===== src/hdl/spimb_pkg.sv =====
package spimb_pkg;

  localparam int DATA_BITS = 8;
  localparam int HALF_LOG2_MAX = 6;
  localparam int HALF_CNT_W = HALF_LOG2_MAX;
  localparam int BIT_CNT_W = $clog2(DATA_BITS + 1);
  localparam int CFG_DATA_W = 3;

  typedef enum logic [1:0] {
    CFG_MSB_LEAD   = 2'd0,
    CFG_POLARITY   = 2'd1,
    CFG_PHASE      = 2'd2,
    CFG_HALF_LOG2  = 2'd3
  } cfg_index_t;

  typedef struct packed {
    logic                 req_type;
    logic [DATA_BITS-1:0] tx_byte;
    logic                 miso_level;
  } req_t;

  typedef struct packed {
    logic                 sck_level;
    logic                 mosi_level;
    logic                 busy_res;
    logic                 rx_valid;
    logic [DATA_BITS-1:0] rx_byte;
    logic                 start_rejected;
  } res_t;

endpackage


===== src/hdl/spi_master_byte_shifter_core.sv =====
// SPI master byte shifter, modes 0 to 3.
// Request channel (req_valid, req_stall, req_data): each transfer is either one
// time tick or a start request carrying the byte to send; the sampled MISO
// level rides along with every tick.
// Result channel (res_valid, res_stall, res_data): exactly one result per
// request, giving the SCK and MOSI pin levels, busy, the received byte on the
// tick that ends a byte, and a flag for a start that arrived while busy.
// Throughput is one request per cycle while req_stall is low; the state update
// is a single pass of logic between the state registers and the result
// register. A two-entry output buffer decouples the sides: while the receiver
// stalls, one more request is taken into the skid stage, after which req_stall
// rises. The user must write the configuration through cfg_write, cfg_index
// and cfg_data only while idle; the block does not enforce this. Reset clears
// the buffer, leaves the shifter idle with SCK low and MOSI low, and restores
// MSB-first, mode 0 and the shortest divider.
module spi_master_byte_shifter_core
  import spimb_pkg::*;
(
  input  logic                  clk,
  input  logic                  rst,
  input  logic                  req_valid,
  output logic                  req_stall,
  input  req_t                  req_data,
  output logic                  res_valid,
  input  logic                  res_stall,
  output res_t                  res_data,
  input  logic                  cfg_write,
  input  cfg_index_t            cfg_index,
  input  logic [CFG_DATA_W-1:0] cfg_data
);

  logic accept;
  res_t step_res;

  assign accept = req_valid && !req_stall;

  spimb_engine u_engine (
    .clk       (clk),
    .rst       (rst),
    .accept    (accept),
    .req       (req_data),
    .cfg_write (cfg_write),
    .cfg_index (cfg_index),
    .cfg_data  (cfg_data),
    .res       (step_res)
  );

  spimb_outbuf u_outbuf (
    .clk        (clk),
    .rst        (rst),
    .push_valid (req_valid),
    .push_data  (step_res),
    .push_stall (req_stall),
    .res_valid  (res_valid),
    .res_stall  (res_stall),
    .res_data   (res_data)
  );

`ifndef SYNTHESIS
  a_done_not_busy: assert property (@(posedge clk) disable iff (rst)
    res_valid && res_data.rx_valid |-> !res_data.busy_res)
    else $error("byte completed while still busy");

  a_reject_busy: assert property (@(posedge clk) disable iff (rst)
    res_valid && res_data.start_rejected |-> res_data.busy_res)
    else $error("start rejected while idle");

  a_idle_mosi_low: assert property (@(posedge clk) disable iff (rst)
    res_valid && !res_data.busy_res |-> !res_data.mosi_level)
    else $error("MOSI not low while idle");
`endif

endmodule


===== src/hdl/spimb_engine.sv =====
module spimb_engine
  import spimb_pkg::*;
(
  input  logic                  clk,
  input  logic                  rst,
  input  logic                  accept,
  input  req_t                  req,
  input  logic                  cfg_write,
  input  cfg_index_t            cfg_index,
  input  logic [CFG_DATA_W-1:0] cfg_data,
  output res_t                  res
);

  // Configuration registers.
  logic       msb_lead;
  logic       clock_polarity;
  logic       clock_phase;
  logic [2:0] half_period_log2;

  // Transfer state.
  logic [DATA_BITS-1:0]  tx_shift;
  logic [DATA_BITS-1:0]  rx_shift;
  logic [BIT_CNT_W-1:0]  bits_done;
  logic [1:0]            bit_phase;
  logic [HALF_CNT_W-1:0] half_counter;
  logic                  active;
  logic                  sck;
  logic                  mosi;

  logic [DATA_BITS-1:0]  tx_shift_next;
  logic [DATA_BITS-1:0]  rx_shift_next;
  logic [BIT_CNT_W-1:0]  bits_done_next;
  logic [1:0]            bit_phase_next;
  logic [HALF_CNT_W-1:0] half_counter_next;
  logic                  active_next;
  logic                  sck_next;
  logic                  mosi_next;

  logic [2:0]            half_log2_sat;
  logic [HALF_CNT_W-1:0] half_last;
  logic [1:0]            halves;
  logic [1:0]            phase_inc;
  logic [BIT_CNT_W-1:0]  bits_inc;
  logic [DATA_BITS-1:0]  tx_src;
  logic                  load_bit;
  logic                  done;
  logic                  rejected;

  assign half_log2_sat = (half_period_log2 > 3'(HALF_LOG2_MAX)) ?
                         3'(HALF_LOG2_MAX) : half_period_log2;
  assign half_last = HALF_CNT_W'(((HALF_CNT_W + 1)'(1) << half_log2_sat)
                                 - (HALF_CNT_W + 1)'(1));
  assign halves    = clock_phase ? 2'd2 : 2'd3;
  assign phase_inc = bit_phase + 2'd1;
  assign bits_inc  = bits_done + BIT_CNT_W'(1);

  always_comb begin
    tx_shift_next     = tx_shift;
    rx_shift_next     = rx_shift;
    bits_done_next    = bits_done;
    bit_phase_next    = bit_phase;
    half_counter_next = half_counter;
    active_next       = active;
    sck_next          = sck;
    mosi_next         = mosi;
    tx_src            = tx_shift;
    load_bit          = 1'b0;
    done              = 1'b0;
    rejected          = 1'b0;

    if (req.req_type) begin
      if (active) begin
        rejected = 1'b1;
      end else begin
        tx_src            = req.tx_byte;
        rx_shift_next     = '0;
        bits_done_next    = '0;
        half_counter_next = '0;
        active_next       = 1'b1;
        load_bit          = 1'b1;
      end
    end else if (active) begin
      if (half_counter >= half_last) begin
        half_counter_next = '0;
        // MISO is sampled at the end of the second half of a bit.
        if (bit_phase == 2'd1) begin
          rx_shift_next = msb_lead ? {rx_shift[DATA_BITS-2:0], req.miso_level}
                                   : {req.miso_level, rx_shift[DATA_BITS-1:1]};
        end
        if (phase_inc < halves) begin
          bit_phase_next = phase_inc;
          sck_next = (!clock_phase && phase_inc == 2'd1) ? ~clock_polarity
                                                          : clock_polarity;
        end else begin
          sck_next       = clock_polarity;
          bits_done_next = bits_inc;
          if (bits_inc >= BIT_CNT_W'(DATA_BITS)) begin
            active_next    = 1'b0;
            bit_phase_next = 2'd0;
            mosi_next      = 1'b0;
            done           = 1'b1;
          end else begin
            load_bit = 1'b1;
          end
        end
      end else begin
        half_counter_next = half_counter + HALF_CNT_W'(1);
      end
    end

    // Start of a new bit: present it on MOSI, and with phase 1 raise the
    // leading clock edge together with it.
    if (load_bit) begin
      bit_phase_next = 2'd0;
      if (clock_phase) begin
        sck_next = ~clock_polarity;
      end
      mosi_next     = msb_lead ? tx_src[DATA_BITS-1] : tx_src[0];
      tx_shift_next = msb_lead ? {tx_src[DATA_BITS-2:0], 1'b0}
                               : {1'b0, tx_src[DATA_BITS-1:1]};
    end
  end

  always_comb begin
    res.sck_level      = sck_next;
    res.mosi_level     = mosi_next;
    res.busy_res       = active_next;
    res.rx_valid       = done;
    res.rx_byte        = done ? rx_shift_next : '0;
    res.start_rejected = rejected;
  end

  always_ff @(posedge clk) begin
    if (rst) begin
      msb_lead         <= 1'b1;
      clock_polarity   <= 1'b0;
      clock_phase      <= 1'b0;
      half_period_log2 <= '0;
      tx_shift         <= '0;
      rx_shift         <= '0;
      bits_done        <= '0;
      bit_phase        <= '0;
      half_counter     <= '0;
      active           <= 1'b0;
      sck              <= 1'b0;
      mosi             <= 1'b0;
    end else begin
      if (cfg_write) begin
        case (cfg_index)
          CFG_MSB_LEAD:  msb_lead         <= cfg_data[0];
          CFG_POLARITY:  clock_polarity   <= cfg_data[0];
          CFG_PHASE:     clock_phase      <= cfg_data[0];
          CFG_HALF_LOG2: half_period_log2 <= cfg_data;
          default: ;
        endcase
      end
      if (accept) begin
        tx_shift     <= tx_shift_next;
        rx_shift     <= rx_shift_next;
        bits_done    <= bits_done_next;
        bit_phase    <= bit_phase_next;
        half_counter <= half_counter_next;
        active       <= active_next;
        mosi         <= mosi_next;
      end
      // While idle the clock pin follows a polarity write at once.
      if (cfg_write && cfg_index == CFG_POLARITY && !active) begin
        sck <= cfg_data[0];
      end else if (accept) begin
        sck <= sck_next;
      end
    end
  end

endmodule


===== src/hdl/spimb_outbuf.sv =====
module spimb_outbuf
  import spimb_pkg::*;
(
  input  logic clk,
  input  logic rst,
  input  logic push_valid,
  input  res_t push_data,
  output logic push_stall,
  output logic res_valid,
  input  logic res_stall,
  output res_t res_data
);

  logic main_valid;
  res_t main_reg;
  logic skid_valid;
  res_t skid_reg;
  logic push;
  logic take;

  assign push       = push_valid && !skid_valid;
  assign take       = main_valid && !res_stall;
  assign push_stall = skid_valid;
  assign res_valid  = main_valid;
  assign res_data   = main_reg;

  always_ff @(posedge clk) begin
    if (rst) begin
      main_valid <= 1'b0;
      skid_valid <= 1'b0;
    end else if (!main_valid || take) begin
      if (skid_valid) begin
        main_valid <= 1'b1;
        skid_valid <= 1'b0;
      end else begin
        main_valid <= push;
      end
    end else if (push) begin
      skid_valid <= 1'b1;
    end
  end

  // Payload registers carry no reset.
  always_ff @(posedge clk) begin
    if (!main_valid || take) begin
      main_reg <= skid_valid ? skid_reg : push_data;
    end else if (push) begin
      skid_reg <= push_data;
    end
  end

endmodule

===== config.mk =====
export PLATFORM = sky130hd
export DESIGN_NAME = spi_master_byte_shifter_core
export DESIGN_NICKNAME = d
export VERILOG_FILES = /design/src/hdl/spimb_pkg.sv /design/src/hdl/spi_master_byte_shifter_core.sv /design/src/hdl/spimb_engine.sv /design/src/hdl/spimb_outbuf.sv
export SDC_FILE = /design/constraint.sdc
export NUM_CORES = 1
export LEC_CHECK = 0
export ABC_AREA = 1
export BUFFER_PORTS_ARGS = -buffer_cell sky130_fd_sc_hd__buf_2
export CAP_MARGIN = 20
export CORE_UTILIZATION = 40
export DETAILED_ROUTE_END_ITERATION = 12
export GPL_ROUTABILITY_DRIVEN = 0
export GPL_TIMING_DRIVEN = 0
export PLACE_DENSITY = 0.69
export SLEW_MARGIN = 20
export SYNTH_ARGS = -nofsm -noshare
export SYNTH_HDL_FRONTEND = slang
export SYNTH_SLANG_ARGS = --single-unit

===== constraint.sdc =====
create_clock -name clk -period 4.06 [get_ports clk]
set_input_delay 0.203 -clock clk [delete_from_list [all_inputs] [get_ports clk]]
set_output_delay 0.203 -clock clk [all_outputs]
set_load 0.01 [all_outputs]

==> impl_metrics.env <==
export IMPL_endpoint_kind="register"
export IMPL_p_comb_share_pct=15.5
export IMPL_nets=477
export IMPL_io_pins=35
export IMPL_dieArea_mm2=0.00892
export IMPL_critPathLaunchType="register"
export IMPL_cts_buffer_depth=2
export IMPL_p_switching_uw=455
export IMPL_slowest_delay_ps=340
export IMPL_path_cells="nor2_1, nand2_1, ha_1, inv_1, nand2_1, nand2_1, nand2_1, nand2_1, nand2_4, nand3_4, nand2_2, nand2_4, a21oi_2, o21ai_1"
export IMPL_viasPerCell=4.94
export IMPL_drv_slew=0
export IMPL_ant_nets=0
export IMPL_drt_iter0_markers=160
export IMPL_syn_avg_cell_area_um2=8.52
export IMPL_synthesis_area_mm2=0.00342
export IMPL_synth_area_leaders="dfxtp_1 23%, edfxtp_1 23%, nand2_1 7.9%"
export IMPL_place_area_mm2=0.00372
export IMPL_synth_area_leader_cell="dfxtp_1"
export IMPL_clock_skew_ps=10.1
export IMPL_status="completed"
export IMPL_arrival_ps=2330
export IMPL_cts_root_buf="clkbuf_8"
export IMPL_worst_pin_slew_ps=1000
export IMPL_ys_seq_area_share_pct=45.7
export IMPL_fp_dieW_um=94.4
export IMPL_synth_async_sr_flop_share_pct=0
export IMPL_synthCells=401
export IMPL_setup_viol=0
export IMPL_grt_overflow=0
export IMPL_drt_pass1_iterations=5
export IMPL_synth_edff_count=26
export IMPL_ys_ff_latch=65
export IMPL_drt_total_wl_um=6890
export IMPL_diodes=0
export IMPL_initial_utilization_pct=41.4
export IMPL_p_clk_share_pct=36.9
export IMPL_ys_types=36
export IMPL_groute_usage_overall_pct=16.9
export IMPL_ys_warn_count=0
export IMPL_p_int_mw=1.09
export IMPL_slowest_stage="dfxtp_1"
export IMPL_design_area_mm2=0.00392
export IMPL_clkTransAtPathRegs_ps=80
export IMPL_seqPwrFrac_pct=47.6
export IMPL_area_growth_pct=14.7
export IMPL_portBuffers=34
export IMPL_place_hpwl_um=5150
export IMPL_worstSkewPairLatency_ps=350
export IMPL_rsz0062_at_grt="no"
export IMPL_worstPathMaxFanout=9
export IMPL_synth_nets=432
export IMPL_ctsHtreeMaxLevel=3
export IMPL_vias=2747
export IMPL_slew_limit_headroom_pct=33.0
export IMPL_cts_made_buffers=9
export IMPL_cts_setup_buffers=0
export IMPL_antenna_found_initial=0
export IMPL_min_period_ps=2220
export IMPL_cap_viol_max_count=0
export IMPL_drcViolationCount=0
export IMPL_cts_resized=0
export IMPL_criticalPathCategory="reg2reg"
export IMPL_grt_pass1_vias=2519
export IMPL_core_area_mm2=0.00826
export IMPL_hold_viol_final=0
export IMPL_drive_gt1_share_pct=21.7
export IMPL_cts_hold_buf=0
export IMPL_p_per_area_mw_per_mm2=394
export IMPL_wl_per_cell_um=12.4
export IMPL_setup_tns_ps=0
export IMPL_leakagePower_nw=1.66
export IMPL_synth_commonest_cells="72 x nand2_1, 45 x nor2_1, 39 x dfxtp_1"
export IMPL_cts_tree="done"
export IMPL_whs_ps=150
export IMPL_switching_share_pct=29.5
export IMPL_worst_ep_required_time_ps=4170
export IMPL_grt_first_pass_wirelength_um=11500
export IMPL_crit_top_cell="nand2_1"
export IMPL_synth_ff_type="dfxtp_1"
export IMPL_hold_path_class="in2reg"
export IMPL_grt_max_degree=17
export IMPL_cts_sinks=65
export IMPL_period_share_pct=54.8
export IMPL_final_core_util_pct=47.5
export IMPL_ir_drop_v=0.000190
export IMPL_post_synth_top_count_cell="nand2_1"
export IMPL_num_rows=33
export IMPL_power_total_mw=1.54
export IMPL_synthDominantCellAreaShare_pct=22.8
export IMPL_die_h_um=94.4
export IMPL_max_freq_mhz=450
==> layer usage <==
metal | wire (um) | track usage, % | vias to the layer above | part of all wire, %
met1 | 3540 | 22.6 | 1230 | 51
met4 | 160 | 8.85 | 0 | 2.3
li1 | - | - | 1452 | -
met2 | 2920 | 25.7 | 53 | 42
met3 | 267 | 3.62 | 12 | 3.9
met5 | 0 | 0 | - | 0
==> power groups by stage <==
stage | combinational (mW) | sequential (mW) | clock (mW)
floorplan | 0.172 | 0.753 | 0
global placement | 0.234 | 0.749 | 0
detailed placement | 0.240 | 0.750 | 0
CTS | 0.240 | 0.735 | 0.581
global route | 0.268 | 0.740 | 0.614
finish | 0.239 | 0.735 | 0.570
==> cell families (layout without fill, tap and decap cells) <==
kind of cell | count (synthesis) | count (layout) | share of synthesized area, %
and+or+nand+nor | 173 | 173 | 25.5
AOI/OAI and AO/OA | 89 | 89 | 15.0
DFF | 65 | 65 | 45.7
buffers and inverters | 52 | 102 | 6.70
adders and majority gates | 11 | 11 | 4.03
muxes | 8 | 8 | 2.34
xor gates and xnor gates | 3 | 3 | 0.769
==> final timing paths <==
kind / from / end / slack, ps / depth (start not counted)
setup / recovery: u_engine.half_period_log2[2]$_SDFFE_PP0P_ / u_outbuf.res_data[5]$_DFFE_PP_ / 1840 / 14
hold / removal: cfg_data[1] / u_engine.half_period_log2[1]$_SDFFE_PP0P_ / 150 / 3
setup reg to reg: u_engine.half_period_log2[2]$_SDFFE_PP0P_ / u_outbuf.res_data[5]$_DFFE_PP_ / 1840 / 14
hold reg to reg: u_engine.tx_shift[7]$_SDFFE_PP0P_ / u_engine.tx_shift[7]$_SDFFE_PP0P_ / 460 / 2
==> cells in the final DEF (no fill, tap or decap), types with 2 or more instances in the layout <==
master | synthesis | routed
clkbuf_8 | 0 | 9
nor3_1 | 16 | 16
nand3_1 | 8 | 8
nand3_2 | 4 | 4
inv_1 | 34 | 34
nor2_1 | 45 | 45
inv_6 | 1 | 3
dfxtp_1 | 39 | 39
nand3_4 | 2 | 2
a31oi_1 | 5 | 5
inv_4 | 3 | 3
clkbuf_1 | 7 | 7
o21ai_0 | 25 | 25
o21ai_2 | 4 | 4
a21oi_2 | 8 | 8
buf_2 | 1 | 35
o211ai_1 | 4 | 4
nor2_4 | 2 | 2
mux2i_1 | 8 | 8
a21oi_1 | 23 | 23
nand4_1 | 3 | 3
clkinv_4 | 0 | 2
edfxtp_1 | 26 | 26
ha_1 | 11 | 11
nor3b_1 | 2 | 2
nand2_2 | 8 | 8
nand2_4 | 6 | 6
nand2_1 | 72 | 72
o21ai_1 | 19 | 19
xor2_1 | 3 | 3
inv_2 | 4 | 4
nand2_8 | 2 | 2
==> layout make-up <==
class | instances | area [um2]
clock inverters | 7 | 77.6
well taps | 105 | 131
multi-input cells | 284 | 1630
clock buffers | 9 | 124
inverters | 42 | 170
flip-flops and latches | 65 | 1560
plain buffers | 10 | 58.8
repair buffers | 34 | 170
fillers | 818 | 4340
==> metrics by stage <==
stage / setup WS [ps] / std cells
2_1_floorplan: 2160 / 401
3_3_place_gp: 1870 / 540
3_5_place_dp: 1830 / 540
4_1_cts: 1830 / 556
6_report: 1840 / 556
5_1_grt: 1660 / 556
==> critical path, delay by kind of cell, from the launching register on <==
family,cells,cell delay (ps)
AND/OR/NAND/NOR,10,1000
flip-flops,1,340
AO/OA/AOI/OAI,2,310
adder cells (fa/ha/maj),1,280
buffers and inverters,1,30
No activity file was read; power rests on OpenSTA's default activity.
